`src/sv/iee_pkg.sv`:
```
`timescale 1ns / 1ps

package iee_pkg;

	localparam int CHAR_W     = 8;
	localparam int OUT_VALUE_W = 32;
	localparam int STATUS_W   = 2;
	localparam int OUT_DATA_W = 40;

	// character classes
	localparam logic [2:0] CL_DIGIT = 3'd0;
	localparam logic [2:0] CL_SPACE = 3'd1;
	localparam logic [2:0] CL_ADD   = 3'd2;
	localparam logic [2:0] CL_SUB   = 3'd3;
	localparam logic [2:0] CL_MUL   = 3'd4;
	localparam logic [2:0] CL_DIV   = 3'd5;
	localparam logic [2:0] CL_BAD   = 3'd6;

	// pending term operation
	localparam logic [1:0] TERM_START = 2'd0;
	localparam logic [1:0] TERM_MUL   = 2'd1;
	localparam logic [1:0] TERM_DIV   = 2'd2;

	// status codes
	localparam logic [1:0] ERR_OK      = 2'd0;
	localparam logic [1:0] ERR_DIV0    = 2'd1;
	localparam logic [1:0] ERR_BADCHAR = 2'd2;

	localparam logic [CHAR_W-1:0] CH_ZERO  = 8'h30;
	localparam logic [CHAR_W-1:0] CH_NINE  = 8'h39;
	localparam logic [CHAR_W-1:0] CH_PLUS  = 8'h2B;
	localparam logic [CHAR_W-1:0] CH_MINUS = 8'h2D;
	localparam logic [CHAR_W-1:0] CH_STAR  = 8'h2A;
	localparam logic [CHAR_W-1:0] CH_SLASH = 8'h2F;
	localparam logic [CHAR_W-1:0] CH_SPACE = 8'h20;

	typedef struct packed {
		logic       num_load;
		logic       note_bad;
		logic       close_simple;
		logic       unit_start;
		logic       unit_write;
		logic       close_term;
		logic       set_sign;
		logic       sign_val;
		logic       set_op;
		logic [1:0] op_val;
		logic       emit;
	} dp_cmd_t;

	typedef struct packed {
		logic iter_need;
		logic unit_done;
	} dp_sts_t;

	function automatic logic [2:0] classify(input logic [CHAR_W-1:0] c);
		logic [2:0] cl;
		if (c >= CH_ZERO && c <= CH_NINE) cl = CL_DIGIT;
		else if (c == CH_SPACE) cl = CL_SPACE;
		else if (c == CH_PLUS) cl = CL_ADD;
		else if (c == CH_MINUS) cl = CL_SUB;
		else if (c == CH_STAR) cl = CL_MUL;
		else if (c == CH_SLASH) cl = CL_DIV;
		else cl = CL_BAD;
		return cl;
	endfunction

endpackage

```
`src/sv/iee_muldiv.sv`:
```
`timescale 1ns / 1ps

module iee_muldiv #(
	parameter int VALUE_WIDTH = 32
) (
	input  logic                   clk,
	input  logic                   arst_n,
	input  logic                   start,
	input  logic                   div,
	input  logic [VALUE_WIDTH-1:0] a,
	input  logic [VALUE_WIDTH-1:0] b,
	output logic                   done,
	output logic [VALUE_WIDTH-1:0] result
);

	localparam int W  = VALUE_WIDTH;
	localparam int CW = $clog2(W);

	logic          busy_q, done_q, mode_q, neg_q;
	logic [CW-1:0] cnt_q;
	logic [W-1:0]  acc_q, opa_q, opb_q;
	logic [W:0]    trial;
	logic [W:0]    trial_sub;

	assign trial     = {acc_q, opb_q[W-1]};
	assign trial_sub = trial - {1'b0, opa_q};

	always_ff @(posedge clk or negedge arst_n) begin
		if (!arst_n) begin
			busy_q <= 1'b0;
			done_q <= 1'b0;
			cnt_q  <= '0;
		end else begin
			done_q <= busy_q && (cnt_q == '0);
			if (start) begin
				busy_q <= 1'b1;
				cnt_q  <= CW'(W - 1);
			end else if (busy_q) begin
				if (cnt_q == '0) busy_q <= 1'b0;
				else cnt_q <= cnt_q - 1'b1;
			end
		end
	end

	always_ff @(posedge clk) begin
		if (start) begin
			mode_q <= div;
			acc_q  <= '0;
			neg_q  <= a[W-1] ^ b[W-1];
			if (div) begin
				// work on magnitudes, fix the sign at the end
				opa_q <= b[W-1] ? (~b + 1'b1) : b;
				opb_q <= a[W-1] ? (~a + 1'b1) : a;
			end else begin
				opa_q <= a;
				opb_q <= b;
			end
		end else if (busy_q) begin
			if (mode_q) begin
				if (!trial_sub[W]) begin
					acc_q <= trial_sub[W-1:0];
					opb_q <= {opb_q[W-2:0], 1'b1};
				end else begin
					acc_q <= trial[W-1:0];
					opb_q <= {opb_q[W-2:0], 1'b0};
				end
			end else begin
				if (opb_q[0]) acc_q <= acc_q + opa_q;
				opa_q <= {opa_q[W-2:0], 1'b0};
				opb_q <= {1'b0, opb_q[W-1:1]};
			end
		end
	end

	assign done   = done_q;
	assign result = mode_q ? (neg_q ? (~opb_q + 1'b1) : opb_q) : acc_q;

endmodule

```
`src/sv/iee_dp.sv`:
```
`timescale 1ns / 1ps

module iee_dp #(
	parameter int VALUE_WIDTH = 32
) (
	input  logic                                clk,
	input  logic                                arst_n,
	input  logic [iee_pkg::CHAR_W-1:0]          char_code,
	input  iee_pkg::dp_cmd_t                    cmd,
	output iee_pkg::dp_sts_t                    sts,
	output logic [iee_pkg::OUT_VALUE_W-1:0]     value,
	output logic [iee_pkg::STATUS_W-1:0]        status
);

	import iee_pkg::*;

	localparam int W     = VALUE_WIDTH;
	localparam int EXT_W = (W > OUT_VALUE_W) ? W : OUT_VALUE_W;

	logic [W-1:0]        cur_q, term_q, sum_q;
	logic                sign_q;
	logic [1:0]          op_q;
	logic [1:0]          err_q;
	logic [W-1:0]        cur_next, sum_next, unit_result;
	logic [3:0]          digit;
	logic                unit_done;
	logic signed [EXT_W-1:0] sum_ext;
	logic [OUT_VALUE_W-1:0]  value_q;
	logic [STATUS_W-1:0]     status_q;

	assign digit    = 4'(char_code - CH_ZERO);
	assign cur_next = (cur_q << 3) + (cur_q << 1) + W'(digit);
	assign sum_next = sign_q ? (sum_q - term_q) : (sum_q + term_q);
	assign sum_ext  = EXT_W'($signed(sum_q));

	iee_muldiv #(.VALUE_WIDTH(W)) u_muldiv (
		.clk    (clk),
		.arst_n (arst_n),
		.start  (cmd.unit_start),
		.div    (op_q == TERM_DIV),
		.a      (term_q),
		.b      (cur_q),
		.done   (unit_done),
		.result (unit_result)
	);

	assign sts.iter_need = (op_q == TERM_MUL) || ((op_q == TERM_DIV) && (cur_q != '0));
	assign sts.unit_done = unit_done;

	always_ff @(posedge clk or negedge arst_n) begin
		if (!arst_n) begin
			cur_q  <= '0;
			term_q <= '0;
			sum_q  <= '0;
			sign_q <= 1'b0;
			op_q   <= TERM_START;
			err_q  <= ERR_OK;
		end else if (cmd.emit) begin
			// result taken: back to a fresh expression
			cur_q  <= '0;
			term_q <= '0;
			sum_q  <= '0;
			sign_q <= 1'b0;
			op_q   <= TERM_START;
			err_q  <= ERR_OK;
		end else begin
			if (cmd.num_load) cur_q <= cur_next;
			if (cmd.note_bad && err_q == ERR_OK) err_q <= ERR_BADCHAR;
			if (cmd.close_simple) begin
				cur_q <= '0;
				if (op_q == TERM_DIV) begin
					term_q <= '0;
					if (err_q == ERR_OK) err_q <= ERR_DIV0;
				end else begin
					term_q <= cur_q;
				end
			end
			if (cmd.unit_write) begin
				term_q <= unit_result;
				cur_q  <= '0;
			end
			if (cmd.close_term) begin
				sum_q  <= sum_next;
				term_q <= '0;
				op_q   <= TERM_START;
			end
			if (cmd.set_sign) sign_q <= cmd.sign_val;
			if (cmd.set_op) op_q <= cmd.op_val;
		end
	end

	always_ff @(posedge clk) begin
		if (cmd.emit) begin
			value_q  <= (err_q == ERR_OK) ? sum_ext[OUT_VALUE_W-1:0] : '0;
			status_q <= err_q;
		end
	end

	assign value  = value_q;
	assign status = status_q;

endmodule

```
`src/sv/iee_ctrl.sv`:
```
`timescale 1ns / 1ps

module iee_ctrl (
	input  logic                       clk,
	input  logic                       arst_n,
	input  logic                       in_valid,
	output logic                       in_ready,
	input  logic [iee_pkg::CHAR_W-1:0] in_char,
	input  logic                       in_last,
	output logic                       out_valid,
	input  logic                       out_ready,
	output iee_pkg::dp_cmd_t           cmd,
	input  iee_pkg::dp_sts_t           sts
);

	import iee_pkg::*;

	localparam logic [2:0] ST_IDLE = 3'd0;
	localparam logic [2:0] ST_OPND = 3'd1;
	localparam logic [2:0] ST_ITER = 3'd2;
	localparam logic [2:0] ST_TERM = 3'd3;
	localparam logic [2:0] ST_EMIT = 3'd4;

	logic [2:0] state_q, state_d;
	logic [2:0] kind_q;
	logic       last_q, final_q, final_d;
	logic       out_valid_q;
	logic [2:0] cls;
	logic       is_op;
	logic       accept;

	assign cls    = classify(in_char);
	assign is_op  = (cls == CL_ADD) || (cls == CL_SUB) || (cls == CL_MUL) || (cls == CL_DIV);
	assign accept = in_valid && (state_q == ST_IDLE);

	always_comb begin
		cmd      = '0;
		state_d  = state_q;
		final_d  = final_q;
		in_ready = 1'b0;
		unique case (state_q)
			ST_IDLE: begin
				in_ready = 1'b1;
				if (in_valid) begin
					if (cls == CL_DIGIT) cmd.num_load = 1'b1;
					if (cls == CL_BAD) cmd.note_bad = 1'b1;
					if (is_op) begin
						state_d = ST_OPND;
						final_d = 1'b0;
					end else if (in_last) begin
						state_d = ST_OPND;
						final_d = 1'b1;
					end
				end
			end
			ST_OPND: begin
				if (sts.iter_need) begin
					cmd.unit_start = 1'b1;
					state_d = ST_ITER;
				end else begin
					cmd.close_simple = 1'b1;
					state_d = ST_TERM;
				end
			end
			ST_ITER: begin
				if (sts.unit_done) begin
					cmd.unit_write = 1'b1;
					state_d = ST_TERM;
				end
			end
			ST_TERM: begin
				if (final_q) begin
					cmd.close_term = 1'b1;
					state_d = ST_EMIT;
				end else begin
					priority case (kind_q)
						CL_ADD, CL_SUB: begin
							cmd.close_term = 1'b1;
							cmd.set_sign = 1'b1;
							cmd.sign_val = (kind_q == CL_SUB);
						end
						CL_MUL: begin
							cmd.set_op = 1'b1;
							cmd.op_val = TERM_MUL;
						end
						default: begin
							cmd.set_op = 1'b1;
							cmd.op_val = TERM_DIV;
						end
					endcase
					// an operator marked last still closes the expression
					if (last_q) begin
						final_d = 1'b1;
						state_d = ST_OPND;
					end else begin
						state_d = ST_IDLE;
					end
				end
			end
			ST_EMIT: begin
				if (!out_valid_q || out_ready) begin
					cmd.emit = 1'b1;
					state_d = ST_IDLE;
				end
			end
			default: state_d = ST_IDLE;
		endcase
	end

	always_ff @(posedge clk or negedge arst_n) begin
		if (!arst_n) begin
			state_q     <= ST_IDLE;
			kind_q      <= CL_SPACE;
			last_q      <= 1'b0;
			final_q     <= 1'b0;
			out_valid_q <= 1'b0;
		end else begin
			state_q <= state_d;
			final_q <= final_d;
			if (accept) begin
				kind_q <= cls;
				last_q <= in_last;
			end
			if (cmd.emit) out_valid_q <= 1'b1;
			else if (out_ready) out_valid_q <= 1'b0;
		end
	end

	assign out_valid = out_valid_q;

endmodule

```
`src/sv/infix_expression_evaluator_core.sv`:
```
`timescale 1ns / 1ps

// Evaluates an infix expression of unsigned decimal operands and + - * /, one
// character per input beat, with tlast marking the final character. Multiply
// and divide bind tighter than add and subtract; division truncates toward zero;
// all arithmetic wraps at VALUE_WIDTH bits. After the last character one output
// beat carries the value (sign-extended or cut to 32 bits, zero on error) and a
// status: 0 ok, 1 divide by zero, 2 bad character. Digits, spaces and bad
// characters are taken in the idle state. An operator passes the operand and
// term states, and also the iterate state when it closes a multiply or a divide
// by a nonzero operand, since one shared shift-add / restoring divide unit
// handles one bit per cycle. The last character then closes the pending operand
// (once more when it is itself an operator) and the emit state registers the result beat.
// A finished result waits in the output register while new characters are taken.
module infix_expression_evaluator_core #(
	parameter int VALUE_WIDTH = 32
) (
	input  logic                               clk,
	input  logic                               arst_n,
	input  logic                               s_axis_tvalid,
	output logic                               s_axis_tready,
	input  logic [iee_pkg::CHAR_W-1:0]         s_axis_tdata,  // [7:0] char_code
	input  logic                               s_axis_tlast,
	output logic                               m_axis_tvalid,
	input  logic                               m_axis_tready,
	output logic [iee_pkg::OUT_DATA_W-1:0]     m_axis_tdata   // [31:0] value, [33:32] status
);

	import iee_pkg::*;

	dp_cmd_t                cmd;
	dp_sts_t                sts;
	logic [OUT_VALUE_W-1:0] value;
	logic [STATUS_W-1:0]    status;

	iee_ctrl u_ctrl (
		.clk       (clk),
		.arst_n    (arst_n),
		.in_valid  (s_axis_tvalid),
		.in_ready  (s_axis_tready),
		.in_char   (s_axis_tdata),
		.in_last   (s_axis_tlast),
		.out_valid (m_axis_tvalid),
		.out_ready (m_axis_tready),
		.cmd       (cmd),
		.sts       (sts)
	);

	iee_dp #(.VALUE_WIDTH(VALUE_WIDTH)) u_dp (
		.clk       (clk),
		.arst_n    (arst_n),
		.char_code (s_axis_tdata),
		.cmd       (cmd),
		.sts       (sts),
		.value     (value),
		.status    (status)
	);

	assign m_axis_tdata = {(OUT_DATA_W - OUT_VALUE_W - STATUS_W)'(0), status, value};

endmodule

```
`config.mk`:
```
export PLATFORM = sky130hd
export DESIGN_NAME = infix_expression_evaluator_core
export DESIGN_NICKNAME = d
export VERILOG_FILES = /design/src/sv/iee_pkg.sv /design/src/sv/iee_muldiv.sv /design/src/sv/iee_dp.sv /design/src/sv/iee_ctrl.sv /design/src/sv/infix_expression_evaluator_core.sv
export SDC_FILE = /design/constraint.sdc
export NUM_CORES = 1
export LEC_CHECK = 0
export BUFFER_PORTS_ARGS = -buffer_cell sky130_fd_sc_hd__buf_2
export CAP_MARGIN = 10
export CORE_ASPECT_RATIO = 2
export CORE_MARGIN = 2
export CORE_UTILIZATION = 55
export DETAILED_ROUTE_END_ITERATION = 8
export GPL_ROUTABILITY_DRIVEN = 0
export MAX_ROUTING_LAYER = met4
export PLACE_DENSITY = 0.72
export SLEW_MARGIN = 20
export SYNTH_ARGS = -nofsm -noshare
export SYNTH_HDL_FRONTEND = slang
export SYNTH_SLANG_ARGS = --single-unit
```
`constraint.sdc`:
```
create_clock -name clk -period 5.9 [get_ports clk]
set_clock_uncertainty 0.2 [all_clocks]
set_input_delay 1.18 -clock clk [delete_from_list [all_inputs] [get_ports clk]]
set_output_delay 1.18 -clock clk [all_outputs]
set_load 0.1 [all_outputs]
```
==> impl_metrics.yaml, run 1 <==
synthesis:
  synthCells: 2444
  ys.flop_type: "dfrtp_1"
  yosysWarningCount: 0
  synth.distinct_cells: 77
  synthArstFlopShare: 0.470
  synth_edf_count: 100
  synth_seq_area_share: 0.321
  yosys_register_bits: 249
  syn_area_um2: 20500
  synth.avg_cell_area_um2: 8.37
placement:
  dp_hpwl_um: 43700
  numPortBuffers: 48
  placedCellCount: 2843
  dp_slack_ns: 0.750
worst_setup_path:
  worstPathRequired_ns: 6.15
  start_kind: "flip-flop"
  reg2reg_slack_ns: 0.79
  critical_path_class: "flip-flop to flip-flop"
  critPathMaxFanout: 6
  cp.arrival_ns: 5.36
  setup.worst_path.end_class: "flip-flop"
job:
  drv_cap: 0
sta:
  finalSetupViolCount: 0
  slew_headroom: 0.318
  period_share: 0.866
  worst_pin_slew_ns: 1.02
  period_needed_ns: 5.11
  setup_tns_ns: 0
  fmax_mhz: 196
  rsz0062_at_grt: "false"
  hold_viol_final: 0
  slew_violations: 0
  setup_ws_ns: 0.789
pwr:
  power_density_nw_per_um2: 563
  p_leak_nw: 9.45
  power_mw: 12.3
  vdd_drop_max_v: 0.000421
drt:
  viasPerCell: 6.38
  dr.pass1.iters: 6
  drt-total-wl_um: 59400
  drt-wirelength-per-cell_um: 20.5
  drtAntennaViolNets: 0
  route.detailed.drc: 0
  vias: 18500
  drt_iter0_drc: 1527
finish:
  multiInputGateArea_um2: 13000
  seqCellArea_um2: 6570
  fillers: 3327
  synthToLayoutAreaGrowth_pct: 6.95
  nets: 2588
  drive_gt1_frac: 0.0650
  stdcell_count: 2892
clocking:
  htreeDepth: 1
  cts_tree: "built"
  cts_max_path_buffers: 3
  path_clk_slew_ns: 0.06
  cts_made_buffers: 26
  cts-root-buf: "clkbuf_16"
  clk_latency_ns: 0.57
  postCtsSetupBuffers: 0
  hold_buffers: 0
  cts_resized: 0
  cts_sinks: 249
die:
  die_w_um: 140
  dieHeight_um: 277
  start_util: 0.554
  core_um2: 36900
  dieArea_um2: 38800
  rows: 100
  ios: 55
worst_hold_path:
  hp-class: "flip-flop to flip-flop"
grt:
  grt_pass1_vias: 17300
  grt_use_total: 0.311
  grt_overflow: 0
  grt_max_degree: 73
  grt_pass1_wl_um: 94400
  antenna_found_initial: 0
run_status:
  outcome: "finished clean"
[per-stage QoR]
stage	hold WS [ns]	utilization	cell area, um^2
after global routing	0.331	0.593	21900
after detailed placement	0.278	0.569	21000
after floorplan	0.250	-	20500
final	0.298	0.593	21900
after CTS	0.293	0.593	21900
after global placement	0.269	0.569	21000
[final timing paths]
| path | from | end | depth (start not counted) |
|---|---|---|---|
| max in group asynchronous | arst_n | u_dp.u_muldiv.cnt_q[3] | 2 |
| min | u_dp.sum_ext[0] | u_dp.sum_ext[0] | 2 |
| max | u_dp.term_q[2] | u_dp.sum_ext[30] | 19 |
| min reg2reg | u_dp.sum_ext[0] | u_dp.sum_ext[0] | 2 |
| min in group asynchronous | arst_n | u_dp.sum_ext[12] | 2 |
| max reg2reg | u_dp.term_q[2] | u_dp.sum_ext[30] | 19 |
[cell families after synthesis]
group                      synth area share
other                              0.000183
and+or+nand+nor                       0.171
buffers and inverters                0.0462
adders and majority gates             0.102
DFF                                   0.321
muxes                                0.0241
xor gates and xnor gates             0.0963
AOI/OAI and AO/OA                     0.240
[critical path: stages, from the launching register on]
cell and delay [ns]:
dfrtp_1 0.46, or3_1 0.45, or3_1 0.40, nor2_1 0.26
nand2_1 0.14, nor2_1 0.12, nor2_1 0.06, xnor2_1 0.17
ha_1 0.37, and3_1 0.22, nand3_1 0.09, a211oi_1 0.28
o21ba_2 0.19, nor3_1 0.04, buf_4 0.15, o32a_1 0.35
a21oi_1 0.27, a311o_1 0.29, a41oi_1 0.15, a311o_1 0.33
[layout make-up]
type,count,share of cell area
diodes,1,0.000114
clock buffers,38,0.0337
clock inverters,10,0.00675
inverters,93,0.0161
multi-input cells,1958,0.593
flip-flops and latches,249,0.300
well taps,459,0.0262
repair buffers,84,0.0234
[registers in the layout, indices dropped and copies added, names as in the netlist, 2 cells and up]
register	cells
u_dp.cur_q	32
u_dp.sum_ext	32
u_dp.term_q	32
u_dp.u_muldiv.acc_q	32
u_dp.u_muldiv.opa_q	32
u_dp.u_muldiv.opb_q	32
u_dp.value	32
u_dp.u_muldiv.cnt_q	5
u_ctrl.kind_q	3
u_ctrl.state_q	3
u_dp.err_q	2
u_dp.op_q	2
u_dp.status	2
[synthesized netlist by cell type, types with 8 or more instances]
cell type | count | area share
xor2_1 | 121 | 0.052
o221ai_1 | 19 | 0.0081
nor2b_1 | 32 | 0.0098
o21ai_0 | 241 | 0.059
o211ai_1 | 37 | 0.014
or2_2 | 8 | 0.0024
dfxtp_1 | 32 | 0.031
nand4_1 | 18 | 0.0055
o21bai_1 | 17 | 0.0062
dfrtp_1 | 116 | 0.14
a211oi_1 | 31 | 0.011
edfxtp_1 | 100 | 0.15
nor4_1 | 12 | 0.0037
nand2_1 | 269 | 0.049
nor2_1 | 168 | 0.031
mux2i_1 | 47 | 0.023
a31oi_1 | 19 | 0.0058
or3_1 | 18 | 0.0055
o21a_1 | 14 | 0.0051
o31ai_1 | 23 | 0.0084
or4_1 | 14 | 0.0051
o41ai_1 | 13 | 0.0056
a311oi_1 | 26 | 0.011
a211o_1 | 8 | 0.0034
buf_1 | 8 | 0.0015
a21o_1 | 53 | 0.019
xnor2_1 | 104 | 0.045
ha_1 | 158 | 0.097
inv_1 | 90 | 0.017
a22o_1 | 11 | 0.0047
clkbuf_1 | 127 | 0.023
a21oi_1 | 200 | 0.049
nand3_1 | 42 | 0.010
and3_1 | 17 | 0.0052
nand2b_1 | 36 | 0.011
nor3_1 | 42 | 0.010
and2_1 | 39 | 0.012
[power by group]
group	switching, mW	internal [mW]
combinational	4.66	3.15
clock	0.728	1.04
sequential	0.505	2.23
total	5.89	6.42
[per-layer routing]
layer  GRT usage  vias up  wire length (um)  share of wire
li1            -     8795                 -              -
met1       0.387     8756             24000           0.40
met2       0.496      723             28400           0.48
met3      0.0285      182              3210          0.054
met4       0.172        0              3730          0.063
met5           -        -                 0              0
[cells in the final DEF, fill, tap and decap left out, drive strengths merged, types with 38 or more instances in the layout]
| master | netlist | final |
|---|---|---|
| nor2 | 168 | 168 |
| ha | 158 | 158 |
| xnor2 | 104 | 104 |
| a21o | 53 | 53 |
| o21ai | 241 | 241 |
| inv | 92 | 92 |
| edfxtp | 100 | 100 |
| a21oi | 202 | 202 |
| nand2 | 269 | 269 |
| mux2i | 47 | 47 |
| xor2 | 121 | 121 |
| nor3 | 42 | 42 |
| clkbuf | 127 | 38 |
| dfrtp | 116 | 116 |
| buf | 22 | 84 |
| nand3 | 42 | 42 |
| and2 | 40 | 40 |
Power figures use the tool's default switching activity.
==> run 2: changes to the inputs <==
--- a/config.mk
+++ b/config.mk
@@ -13,8 +13,9 @@
 export DETAILED_ROUTE_END_ITERATION = 8
 export GPL_ROUTABILITY_DRIVEN = 0
 export MAX_ROUTING_LAYER = met4
-export PLACE_DENSITY = 0.72
+export PLACE_DENSITY = 0.79
 export SLEW_MARGIN = 20
 export SYNTH_ARGS = -nofsm -noshare
 export SYNTH_HDL_FRONTEND = slang
+export SYNTH_HIERARCHICAL = 1
 export SYNTH_SLANG_ARGS = --single-unit
==> impl_metrics.yaml, run 2 <==
run_status:
  outcome: "finished clean"
pwr:
  power_mw: 12.9
  p_sw_frac: 0.499
  p_clk_frac: 0.126
  p_switching_mw: 6.45
  pwr-share-seq: 0.222
  p_leak_nw: 9.84
  share_comb_of_total_power: 0.653
  power_density_nw_per_um2: 554
  p_int_mw: 6.49
  vdd_drop_max_v: 0.000500
worst_setup_path:
  reg2reg_slack_ns: 0.84
  critPathMaxFanout: 10
  crit_family: "simple AND/OR/NAND/NOR gates"
  start_kind: "flip-flop"
  reg2reg_to: "u_dp/sum_ext[31]"
  cp_common_cell: "a21oi_1"
  cp_cell_sequence: "nor4_2, nand3_1, nor3_1, nand2_1, nor2_1, a21oi_1, xnor2_1, ha_1, a21oi_1, o21bai_1, a21oi_1, o21ai_0, a221o_1, or3_1, a21o_1, a21oi_2"
  setup.worst_path.end_class: "flip-flop"
  max_stage_delay_ns: 0.60
  worstPathRequired_ns: 6.17
  rr_worst_depth: 16
  cpMaxStageDelayCell: "nor4_2"
  worst-path-buf-inv: 0
  critical_path_class: "flip-flop to flip-flop"
  r2r-start: "u_dp/term_q[4]"
  cp.arrival_ns: 5.33
grt:
  use_met1: 0.304
  antenna_found_initial: 1
  use_met2: 0.577
  grt_pass1_vias: 20400
  grt_max_degree: 164
  grt_overflow: 0
  grt_util_met3: 0.0290
  grt.busiest_layer: "met2"
  grt_pass1_wl_um: 104000
  grt_use_total: 0.313
synthesis:
  syn_area_um2: 21900
  synth.avg_cell_area_um2: 8.37
  ys_top_cells_by_area: "edfxtp_1, dfrtp_1, ha_1, o21ai_0, xor2_1"
  synth_seq_area_share: 0.300
  yosys_register_bits: 249
  synth_top_area_frac: 0.137
  synthCells: 2615
  synthArstFlopShare: 0.470
  synth_edf_count: 100
  synth_area_leader_cell: "edfxtp_1"
  synthTopCellsByCount: "nand2_1, nor2_1, o21ai_0, a21oi_1, ha_1"
  synth.distinct_cells: 97
  yosysMostFrequentCell: "nand2_1"
  ys.flop_type: "dfrtp_1"
  yosysWarningCount: 6
clocking:
  cts_resized: 0
  path_clk_slew_ns: 0.07
  postCtsSetupBuffers: 0
  cts_made_buffers: 23
  cts_max_path_buffers: 3
  cts-root-buf: "clkbuf_16"
  cts_tree: "built"
  hold_buffers: 0
  htreeDepth: 1
  cts_sinks: 249
  clk_latency_ns: 0.55
die:
  core_um2: 39300
  dieArea_um2: 41500
  die_w_um: 145
  dieHeight_um: 286
  ios: 55
  start_util: 0.557
  rows: 103
drt:
  vias: 20300
  drt_iter0_drc: 1671
  route.detailed.drc: 0
  dr.pass1.iters: 6
  drt-total-wl_um: 64500
  viasPerCell: 6.49
  drt-wirelength-per-cell_um: 20.6
  drtAntennaViolNets: 0
finish:
  drive_gt1_frac: 0.0738
  synthToLayoutAreaGrowth_pct: 6.72
  stdcell_count: 3126
  antennaDiodeCount: 0
  mostFrequentLayoutCells: "nand2_1, nor2_1, o21ai_0"
  final_common_cell: "nand2_1"
  nets: 2760
sta:
  worst_pin_slew_ns: 0.886
  hold_viol_final: 0
  finalSetupViolCount: 0
  rsz0062_at_grt: "false"
  period_needed_ns: 5.06
  period_share: 0.858
  slew_violations: 0
  fmax_mhz: 197
  slew_headroom: 0.405
  setup_tns_ns: 0
job:
  drv_cap: 0
worst_hold_path:
  hp-class: "primary input to asynchronous set/reset pin"
placement:
  dp_hpwl_um: 48200
  numPortBuffers: 48
  placedCellCount: 3084
[run 2: worst max-delay path by stage]
stage / from / endpoint / depth (start not counted)
4_1_cts: u_dp/term_q[4] / u_dp/sum_ext[31] / 16
3_3_place_gp: u_dp/term_q[4] / u_dp/sum_ext[31] / 16
2_1_floorplan: s_axis_tdata[3] / u_dp/cur_q[28] / 12
5_1_grt: u_dp/term_q[4] / u_dp/sum_ext[29] / 14
6_report: u_dp/term_q[4] / u_dp/sum_ext[31] / 16
3_5_place_dp: u_dp/term_q[4] / u_dp/sum_ext[31] / 16
[run 2: area by class of cell]
type	instances	area, um^2
well taps	525	657
flip-flops and latches	249	6570
repair buffers	81	515
fillers	3275	16000
inverters	103	388
clock buffers	34	736
clock inverters	8	83.8
multi-input cells	2126	14400
[run 2: metal layers]
layer / part of all wire / vias to the layer above
met2: 0.52 / 823
met3: 0.042 / 353
li1: - / 9503
met4: 0.081 / 0
met1: 0.35 / 9621
met5: 0 / -
[run 2: power by group through the flow]
stage	registers, mW	clock network, mW	logic (mW)
3_3_place_gp	2.87	0	7.92
5_1_grt	2.93	1.71	9.24
4_1_cts	2.85	1.65	8.24
3_5_place_dp	2.89	0	8.16
6_report	2.87	1.63	8.45
2_1_floorplan	2.84	0	6.22
[run 2: per-stage QoR]
stage	hold slack (ns)	setup WS [ns]	util	cell area [um^2]
floorplan	0.260	1.76	-	21900
global placement	0.277	1.04	0.573	22500
detailed placement	0.297	0.952	0.573	22500
CTS	0.233	0.912	0.594	23400
global route	0.245	0.460	0.594	23400
finish	0.244	0.836	0.594	23400
[run 2: kinds of logic (layout without fill, tap and decap cells)]
kind of cell | after synthesis | after routing | share of synthesized area
buf+inv | 245 | 226 | 0.0439
fa+ha+maj | 163 | 163 | 0.0949
other cells | 1 | 6 | 0.000171
compound gates | 812 | 812 | 0.241
xor+xnor | 214 | 214 | 0.0860
simple gates | 831 | 831 | 0.186
mux | 100 | 100 | 0.0477
flops | 249 | 249 | 0.300
[run 2: worst register-to-register path, cell delays in order, from the launching register on]
cell and delay [ns]:
dfrtp_1 0.51, nor4_2 0.60, nand3_1 0.40, nor3_1 0.49, nand2_1 0.11, nor2_1 0.28
a21oi_1 0.16, xnor2_1 0.15, ha_1 0.37, a21oi_1 0.24, o21bai_1 0.11, a21oi_1 0.18
o21ai_0 0.11, a221o_1 0.37, or3_1 0.39, a21o_1 0.20, a21oi_2 0.12
